`config.mk`:
```
export PLATFORM = sky130hd
export DESIGN_NAME = bounded_deque
export DESIGN_NICKNAME = d
export VERILOG_FILES = /design/src/rtl/bdq_pkg.sv /design/src/rtl/bdq_regs.sv /design/src/rtl/bdq_ctrl.sv /design/src/rtl/bdq_datapath.sv /design/src/rtl/bounded_deque.sv
export VERILOG_INCLUDE_DIRS = /design/src /design/src/rtl
export SDC_FILE = /design/constraint.sdc
export NUM_CORES = 1
export LEC_CHECK = 0
export BUFFER_PORTS_ARGS = -buffer_cell sky130_fd_sc_hd__buf_2
export CAP_MARGIN = 20
export CORE_UTILIZATION = 56
export CTS_BUF_LIST = sky130_fd_sc_hd__clkbuf_4 sky130_fd_sc_hd__clkbuf_8
export CTS_CLUSTER_DIAMETER = 50
export DETAILED_ROUTE_END_ITERATION = 8
export PLACE_DENSITY = 0.78
export SKIP_LAST_GASP = 1
export SLEW_MARGIN = 20
export SYNTH_ARGS = -nofsm -noshare
export SYNTH_HDL_FRONTEND = slang
export SYNTH_SLANG_ARGS = --single-unit
```
`constraint.sdc`:
```
create_clock -name clk -period 4.1 [get_ports clk]
set_clock_uncertainty 0.15 [all_clocks]
set_input_delay 1.025 -clock clk [delete_from_list [all_inputs] [get_ports clk]]
set_output_delay 1.025 -clock clk [all_outputs]
set_load 0.1 [all_outputs]
```
`src/rtl/assert_macros.svh`:
```
// assertion macros used by bounded_deque, the rtl file that checks itself
// no dependencies
`ifndef ASSERT_MACROS_SVH
`define ASSERT_MACROS_SVH

// clocked check, disabled while reset is held
`define BDQ_ASSERT(lbl, clk, rst_n, prop, msg) \
  lbl: assert property (@(posedge clk) disable iff (!rst_n) prop) else $error(msg);

// clocked check that also holds during reset
`define BDQ_ASSERT_ALWAYS(lbl, clk, prop, msg) \
  lbl: assert property (@(posedge clk) prop) else $error(msg);

`endif

```
`src/rtl/bdq_pkg.sv`:
```
// shared types, codes and helpers for the bounded deque
// no dependencies
`timescale 1ns / 1ps
`default_nettype none

package bdq_pkg;

  localparam int DEPTH = 16;
  localparam int IDX_W = $clog2(DEPTH);
  localparam int CNT_W = IDX_W + 1;
  localparam int ADDR_W = 3;

  localparam logic [CNT_W-1:0] CAP_RESET = CNT_W'(10);

  localparam logic [1:0] CMD_PUSH_FRONT = 2'd0;
  localparam logic [1:0] CMD_PUSH_REAR  = 2'd1;
  localparam logic [1:0] CMD_POP_FRONT  = 2'd2;
  localparam logic [1:0] CMD_POP_REAR   = 2'd3;

  localparam logic [1:0] ST_DONE  = 2'd0;
  localparam logic [1:0] ST_FULL  = 2'd1;
  localparam logic [1:0] ST_EMPTY = 2'd2;

  // register index held in paddr[2]
  localparam logic REG_CAPACITY = 1'b0;

  typedef struct packed {
    logic [1:0]  command;
    logic [15:0] order_id;
    logic [7:0]  order_age;
  } in_word_t;

  typedef struct packed {
    logic [1:0]       status;
    logic [15:0]      popped_id;
    logic [7:0]       popped_age;
    logic [CNT_W-1:0] occupancy;
  } out_word_t;

  typedef struct packed {
    logic [15:0] id;
    logic [7:0]  age;
  } rec_t;

  typedef struct packed {
    logic load;
    logic exec;
  } ctl_t;

  // circular position, base below DEPTH and offset at most DEPTH
  function automatic logic [IDX_W-1:0] wrap_add(input logic [IDX_W-1:0] base,
                                                input logic [CNT_W-1:0] offset);
    logic [CNT_W:0] s;
    s = (CNT_W+1)'(base) + (CNT_W+1)'(offset);
    if (s >= (CNT_W+1)'(DEPTH)) begin
      s = s - (CNT_W+1)'(DEPTH);
    end
    return s[IDX_W-1:0];
  endfunction

endpackage

`default_nettype wire

```
`src/rtl/bdq_regs.sv`:
```
// configuration register block: capacity behind an apb-style port
// depends on bdq_pkg
`timescale 1ns / 1ps
`default_nettype none

module bdq_regs (
  input  wire logic                      clk,
  input  wire logic                      rst_n,
  input  wire logic                      psel,
  input  wire logic                      penable,
  input  wire logic                      pwrite,
  input  wire logic [bdq_pkg::ADDR_W-1:0] paddr,
  input  wire logic [31:0]               pwdata,
  output logic      [31:0]               prdata,
  output logic                           pready,
  output logic      [bdq_pkg::CNT_W-1:0] capacity
);

  logic [bdq_pkg::CNT_W-1:0] capacity_r;
  logic                      wr_en;

  assign pready   = 1'b1;
  assign wr_en    = psel & penable & pwrite & pready & (paddr[2] == bdq_pkg::REG_CAPACITY);
  assign capacity = capacity_r;

  always_ff @(posedge clk) begin
    if (!rst_n) begin
      capacity_r <= bdq_pkg::CAP_RESET;
    end else if (wr_en) begin
      capacity_r <= pwdata[bdq_pkg::CNT_W-1:0];
    end
  end

  always_comb begin
    prdata = 32'd0;
    if (paddr[2] == bdq_pkg::REG_CAPACITY) begin
      prdata = 32'(capacity_r);
    end
  end

endmodule

`default_nettype wire

```
`src/rtl/bdq_ctrl.sv`:
```
// command sequencer: accept, execute, respond
// depends on bdq_pkg
`timescale 1ns / 1ps
`default_nettype none

module bdq_ctrl (
  input  wire logic          clk,
  input  wire logic          rst_n,
  input  wire logic          start,
  output logic               busy,
  output logic               out_valid,
  output bdq_pkg::ctl_t      ctl
);

  typedef enum logic [1:0] {
    S_IDLE,
    S_EXEC,
    S_RESP
  } state_t;

  state_t state_r;
  logic   busy_r;
  logic   exec_r;
  logic   valid_r;

  assign busy      = busy_r;
  assign out_valid = valid_r;
  assign ctl.load  = start & ~busy_r;
  assign ctl.exec  = exec_r;

  always_ff @(posedge clk) begin
    if (!rst_n) begin
      state_r <= S_IDLE;
      busy_r  <= 1'b0;
      exec_r  <= 1'b0;
      valid_r <= 1'b0;
    end else begin
      case (state_r)
        S_IDLE: begin
          if (start) begin
            state_r <= S_EXEC;
            busy_r  <= 1'b1;
            exec_r  <= 1'b1;
          end
        end
        S_EXEC: begin
          state_r <= S_RESP;
          exec_r  <= 1'b0;
          valid_r <= 1'b1;
        end
        S_RESP: begin
          state_r <= S_IDLE;
          valid_r <= 1'b0;
          busy_r  <= 1'b0;
        end
        default: begin
          state_r <= S_IDLE;
          busy_r  <= 1'b0;
          exec_r  <= 1'b0;
          valid_r <= 1'b0;
        end
      endcase
    end
  end

endmodule

`default_nettype wire

```
`src/rtl/bdq_datapath.sv`:
```
// deque datapath: circular record store, head pointer and count
// depends on bdq_pkg
`timescale 1ns / 1ps
`default_nettype none

module bdq_datapath (
  input  wire logic                      clk,
  input  wire logic                      rst_n,
  input  wire bdq_pkg::ctl_t             ctl,
  input  wire bdq_pkg::in_word_t         in_data,
  input  wire logic [bdq_pkg::CNT_W-1:0] capacity,
  output bdq_pkg::out_word_t             out_data
);

  localparam int IDX_W = bdq_pkg::IDX_W;
  localparam int CNT_W = bdq_pkg::CNT_W;

  bdq_pkg::rec_t     mem [bdq_pkg::DEPTH];
  bdq_pkg::in_word_t item_r;
  bdq_pkg::rec_t     rd_data_r;
  logic [IDX_W-1:0]  head_r, head_nxt;
  logic [CNT_W-1:0]  count_r, count_nxt;
  logic [1:0]        status_r, status_nxt;
  logic              has_data_r;
  logic [CNT_W-1:0]  limit;
  logic [IDX_W-1:0]  pos;
  logic              wr_en, rd_en;

  always_comb begin
    limit = (capacity > CNT_W'(bdq_pkg::DEPTH)) ? CNT_W'(bdq_pkg::DEPTH) : capacity;
    head_nxt   = head_r;
    count_nxt  = count_r;
    status_nxt = bdq_pkg::ST_DONE;
    pos        = head_r;
    wr_en      = 1'b0;
    rd_en      = 1'b0;
    case (item_r.command)
      bdq_pkg::CMD_PUSH_FRONT, bdq_pkg::CMD_PUSH_REAR: begin
        if (count_r >= limit) begin
          status_nxt = bdq_pkg::ST_FULL;
        end else begin
          wr_en     = 1'b1;
          count_nxt = count_r + CNT_W'(1);
          if (item_r.command == bdq_pkg::CMD_PUSH_FRONT) begin
            pos      = bdq_pkg::wrap_add(head_r, CNT_W'(bdq_pkg::DEPTH - 1));
            head_nxt = pos;
          end else begin
            pos = bdq_pkg::wrap_add(head_r, count_r);
          end
        end
      end
      bdq_pkg::CMD_POP_FRONT, bdq_pkg::CMD_POP_REAR: begin
        if (count_r == '0) begin
          status_nxt = bdq_pkg::ST_EMPTY;
        end else begin
          rd_en     = 1'b1;
          count_nxt = count_r - CNT_W'(1);
          if (item_r.command == bdq_pkg::CMD_POP_FRONT) begin
            pos      = head_r;
            head_nxt = bdq_pkg::wrap_add(head_r, CNT_W'(1));
          end else begin
            pos = bdq_pkg::wrap_add(head_r, count_r - CNT_W'(1));
          end
        end
      end
      default: begin
        status_nxt = bdq_pkg::ST_DONE;
      end
    endcase
  end

  always_ff @(posedge clk) begin
    if (!rst_n) begin
      head_r  <= '0;
      count_r <= '0;
    end else if (ctl.exec) begin
      head_r  <= head_nxt;
      count_r <= count_nxt;
    end
  end

  always_ff @(posedge clk) begin
    if (ctl.load) begin
      item_r <= in_data;
    end
    if (ctl.exec) begin
      status_r   <= status_nxt;
      has_data_r <= rd_en;
    end
  end

  // record store, registered read
  always_ff @(posedge clk) begin
    if (ctl.exec && wr_en) begin
      mem[pos] <= '{id: item_r.order_id, age: item_r.order_age};
    end
    if (ctl.exec && rd_en) begin
      rd_data_r <= mem[pos];
    end
  end

  assign out_data.status     = status_r;
  assign out_data.popped_id  = has_data_r ? rd_data_r.id : 16'd0;
  assign out_data.popped_age = has_data_r ? rd_data_r.age : 8'd0;
  assign out_data.occupancy  = count_r;

endmodule

`default_nettype wire

```
`src/rtl/bounded_deque.sv`:
```
// top level of the bounded double-ended queue of id/age records
// depends on bdq_pkg, bdq_regs, bdq_ctrl, bdq_datapath and assert_macros.svh
//
// usage:
//   input: drive in_data and raise start; the word is taken at the edge where
//   start is high and busy is low. commands are push front, push rear,
//   pop front and pop rear.
//   output: each command gives one result word on out_data, marked by
//   out_valid for exactly one cycle, once the sequencer's execute step is done.
//   the result holds status, the removed record (zero for pushes and empty
//   pops) and the occupancy after the command.
//   the sequencer takes no new command until its accept, execute and respond
//   steps for the last one are through, around the store's registered read.
//   capacity is written through the apb-style port at address 0 while idle;
//   it reads back the stored value, and values above the store depth act as
//   the depth.
//   reset: synchronous, active low; the queue comes up empty with capacity 10.
//   the receiver cannot stall and must take each result as it appears.
`timescale 1ns / 1ps
`default_nettype none
`include "assert_macros.svh"

module bounded_deque (
  input  wire logic                       clk,
  input  wire logic                       rst_n,
  input  wire logic                       start,
  output logic                            busy,
  input  wire bdq_pkg::in_word_t          in_data,
  output logic                            out_valid,
  output bdq_pkg::out_word_t              out_data,
  input  wire logic                       psel,
  input  wire logic                       penable,
  input  wire logic                       pwrite,
  input  wire logic [bdq_pkg::ADDR_W-1:0] paddr,
  input  wire logic [31:0]                pwdata,
  output logic      [31:0]                prdata,
  output logic                            pready
);

  bdq_pkg::ctl_t             ctl;
  logic [bdq_pkg::CNT_W-1:0] capacity;

  bdq_regs u_regs (
    .clk      (clk),
    .rst_n    (rst_n),
    .psel     (psel),
    .penable  (penable),
    .pwrite   (pwrite),
    .paddr    (paddr),
    .pwdata   (pwdata),
    .prdata   (prdata),
    .pready   (pready),
    .capacity (capacity)
  );

  bdq_ctrl u_ctrl (
    .clk       (clk),
    .rst_n     (rst_n),
    .start     (start),
    .busy      (busy),
    .out_valid (out_valid),
    .ctl       (ctl)
  );

  bdq_datapath u_dp (
    .clk      (clk),
    .rst_n    (rst_n),
    .ctl      (ctl),
    .in_data  (in_data),
    .capacity (capacity),
    .out_data (out_data)
  );

  `BDQ_ASSERT(a_accept_to_result, clk, rst_n, ctl.load |=> ##1 out_valid, "no result after accept")
  `BDQ_ASSERT(a_result_while_busy, clk, rst_n, out_valid |-> busy, "result outside busy window")
  `BDQ_ASSERT(a_occ_bound, clk, rst_n, out_valid |-> (out_data.occupancy <= bdq_pkg::CNT_W'(bdq_pkg::DEPTH)), "occupancy above depth")
  `BDQ_ASSERT(a_no_data_on_fail, clk, rst_n, (out_valid && out_data.status != bdq_pkg::ST_DONE) |-> (out_data.popped_id == 16'd0 && out_data.popped_age == 8'd0), "record on refused command")
  `BDQ_ASSERT_ALWAYS(a_reset_idle, clk, !rst_n |=> (!busy && !out_valid), "not idle after reset")

endmodule

`default_nettype wire
```
==> run metrics <==
worst reg2reg startpoint u_dp.count_r[0]; layout cells sized above 1 0.193; commonest non-fill, non-tap cell in the layout edfxtp_1; clk root buf clkbuf_8; H-tree depth 3; Power Dens Cells 553 nW/um^2; Worst IR Drop VDD 0.000353 V; post-DR vias/cell 5.83; fin area 21,400 um^2; CTS tree done; Slew @ Worst Pin 1100 ps; cts repair resizes 0; Seq/Total Area, Yosys 0.723; Starting Density 0.571; CP Capture Type register; worst setup margin 126 ps; Initial DRC Count 1,377; Mapped Area 18,700 um^2; Placer Congestion 0.820; Comb power frac 0.199; CP Launch Type register; Setup crit end u_dp.rd_data_r[20]; hpwl dp 24,900 um; Tmin final 3970 ps; RR Endpoint u_dp.rd_data_r[20]; initial antenna violation count 0; area of the multi-input gates 4710 um^2; sw frac 0.291; cts bufs inserted 74; first-pass GRT wire length 65,500 um; Layout Utilization 0.654; Area Overhead vs Synth 14.5%; final hold violations 0; Synth Warn # 0; Post-synth EDFFs 437; cell-internal power 8.38 mW; FF+latch area 13,500 um^2; Routed WL 42,900 um; row count 66; worst slack at placement 64.6 ps; die area 34,100 um^2; GR Overflow Total 0; post-synth cell types 53; ys async rst share 0; n_diodes 0; Total Power 11.8 mW; worst relative slew slack 0.266; RSZ-0062 raised after global routing no; syn_area_per_cell 13.4 um^2; io pins 133; Fin Setup TNS 0 ps; endpoints failing setup 0; Max Cap Viol 0; slack of the worst reg-to-reg path 130 ps; First-pass DRT Iterations 5; worst setup path category register to register; Fillers 2,294; status finished, final reports clean; Worst Hold Class register to register; sequential share of power 0.454; Clk Latency, worst-skew pair 580 ps; crit path from u_dp.count_r[0]; Post-DRT Antenna Nets 0; clock share of power 0.347; most frequent cells in the layout 437 x edfxtp_1, 356 x nand2_1, 195 x nand3_1, 79 x clkbuf_8, 75 x buf_2; Port Buf Inserts 75; Placement Cell Area 19,800 um^2; wire per inst 21.1 um; f_max 0.252 GHz; clk sink count 456; Synth Register Bits 456; Slew Viols, Final 0; CP required 4240 ps; switching power 3.45 mW; cells on worst reg2reg path 13; CORE AREA 32,700 um^2; GRT Total Usage 0.259; Max clock buf depth 3; critical path data arrival time 4110 ps; DRC 0; Layout Nets 1,620; pin count of the biggest net entering global routing 130; Die W 185 um; fin crit share 0.969; via count 11.9k; Die H 185 um; ys flop type edfxtp_1; Leak 7.82 nW; Post-Synthesis Cells 1,397; Reg clk slew, reported paths 60 ps; crit path max fanout 18; vias in the first global route 11.7k
flip-flops by register name, indices dropped and copies added, names as in the netlist:
register / count
u_dp.mem: 384
u_ctrl.busy: 1
u_ctrl.state_r: 2
u_dp.status_r: 2
u_ctrl.exec_r: 1
u_regs.capacity: 5
u_dp.has_data_r: 1
u_dp.rd_data_r: 24
u_dp.item_r: 26
u_dp.head_r: 4
u_ctrl.out_valid: 1
u_dp.count_r: 5
area by class of cell:
cell class,instances,area share
repair buffers,144,0.0470
clock buffers,106,0.0603
well taps,442,0.0259
multi-input cells,846,0.220
inverters,13,0.00228
flip-flops and latches,456,0.632
clock inverters,26,0.0125
power by group through the flow:
stage / clock [mW] / combinational (mW) / sequential [mW]
global placement: 0 / 2.26 / 5.46
detailed placement: 0 / 2.31 / 5.47
floorplan: 0 / 1.66 / 5.48
CTS: 4.16 / 2.32 / 5.37
finish: 4.11 / 2.35 / 5.37
global route: 4.36 / 2.52 / 5.38
metrics by stage:
step                      instances  hold WS [ps]
after floorplan                1423           284
after global placement         1897           307
after detailed placement       1897           325
after CTS                      2029           335
after global routing           2033           372
final                          2033           334
cell usage after synthesis, drive strengths merged, types with 7 or more instances:
master / count / share of area
a21oi: 32 / 0.0086
a311oi: 24 / 0.015
a32o: 24 / 0.013
and2: 29 / 0.0097
buf: 86 / 0.030
clkbuf: 22 / 0.0044
dfxtp: 19 / 0.020
edfxtp: 437 / 0.70
ha: 16 / 0.011
inv: 13 / 0.0026
mux2i: 34 / 0.018
nand2: 356 / 0.072
nand3: 197 / 0.053
nor2: 35 / 0.0070
nor2b: 7 / 0.0023
o21ai: 10 / 0.0029
xnor2: 10 / 0.0051
critical path: stages (launching register included):
cell      delay [ps]
dfxtp_2          410
inv_1            120
ha_1             310
inv_1             50
ha_1             270
a21o_1           170
a21oi_1          160
xnor2_1          210
o22ai_4          140
xor2_4           210
nor3_4           850
buf_4            330
a32o_1           230
a311oi_2          60
worst min-delay path by stage:
stage,from,endpoint,slack [ps],cells past startpoint
after global routing,u_ctrl.busy,u_ctrl.busy,370,2
after CTS,u_ctrl.state_r[0],u_ctrl.out_valid,340,2
after floorplan,u_ctrl.state_r[0],u_ctrl.out_valid,280,2
final,u_ctrl.state_r[0],u_ctrl.out_valid,330,2
after global placement,u_ctrl.out_valid,u_ctrl.out_valid,310,2
after detailed placement,u_ctrl.state_r[0],u_ctrl.out_valid,320,2
per-layer routing:
layer	global-route usage	wire [um]	vias up	share of wire
met5	0	0	-	0
met4	0.104	1250	0	0.029
met3	0.0464	3830	99	0.089
met2	0.424	20800	661	0.49
met1	0.344	17000	5785	0.40
li1	-	-	5314	-
cell families after synthesis:
logic type                 Yosys count  share of synthesized area
xor gates and xnor gates            15                    0.00844
adders and majority gates           18                     0.0129
muxes                               34                     0.0182
DFF                                456                      0.723
and+or+nand+nor                    646                      0.153
AOI/OAI and AO/OA                  105                     0.0471
other                                2                   0.000402
buffers and inverters              121                     0.0366
repair_timing:
action / in CTS / in global routing
buffers inserted: 0 / 4
hold buffers: 0 / 0
endpoints found under the setup margin: 0 / 8
Power figures use the tool's default switching activity.
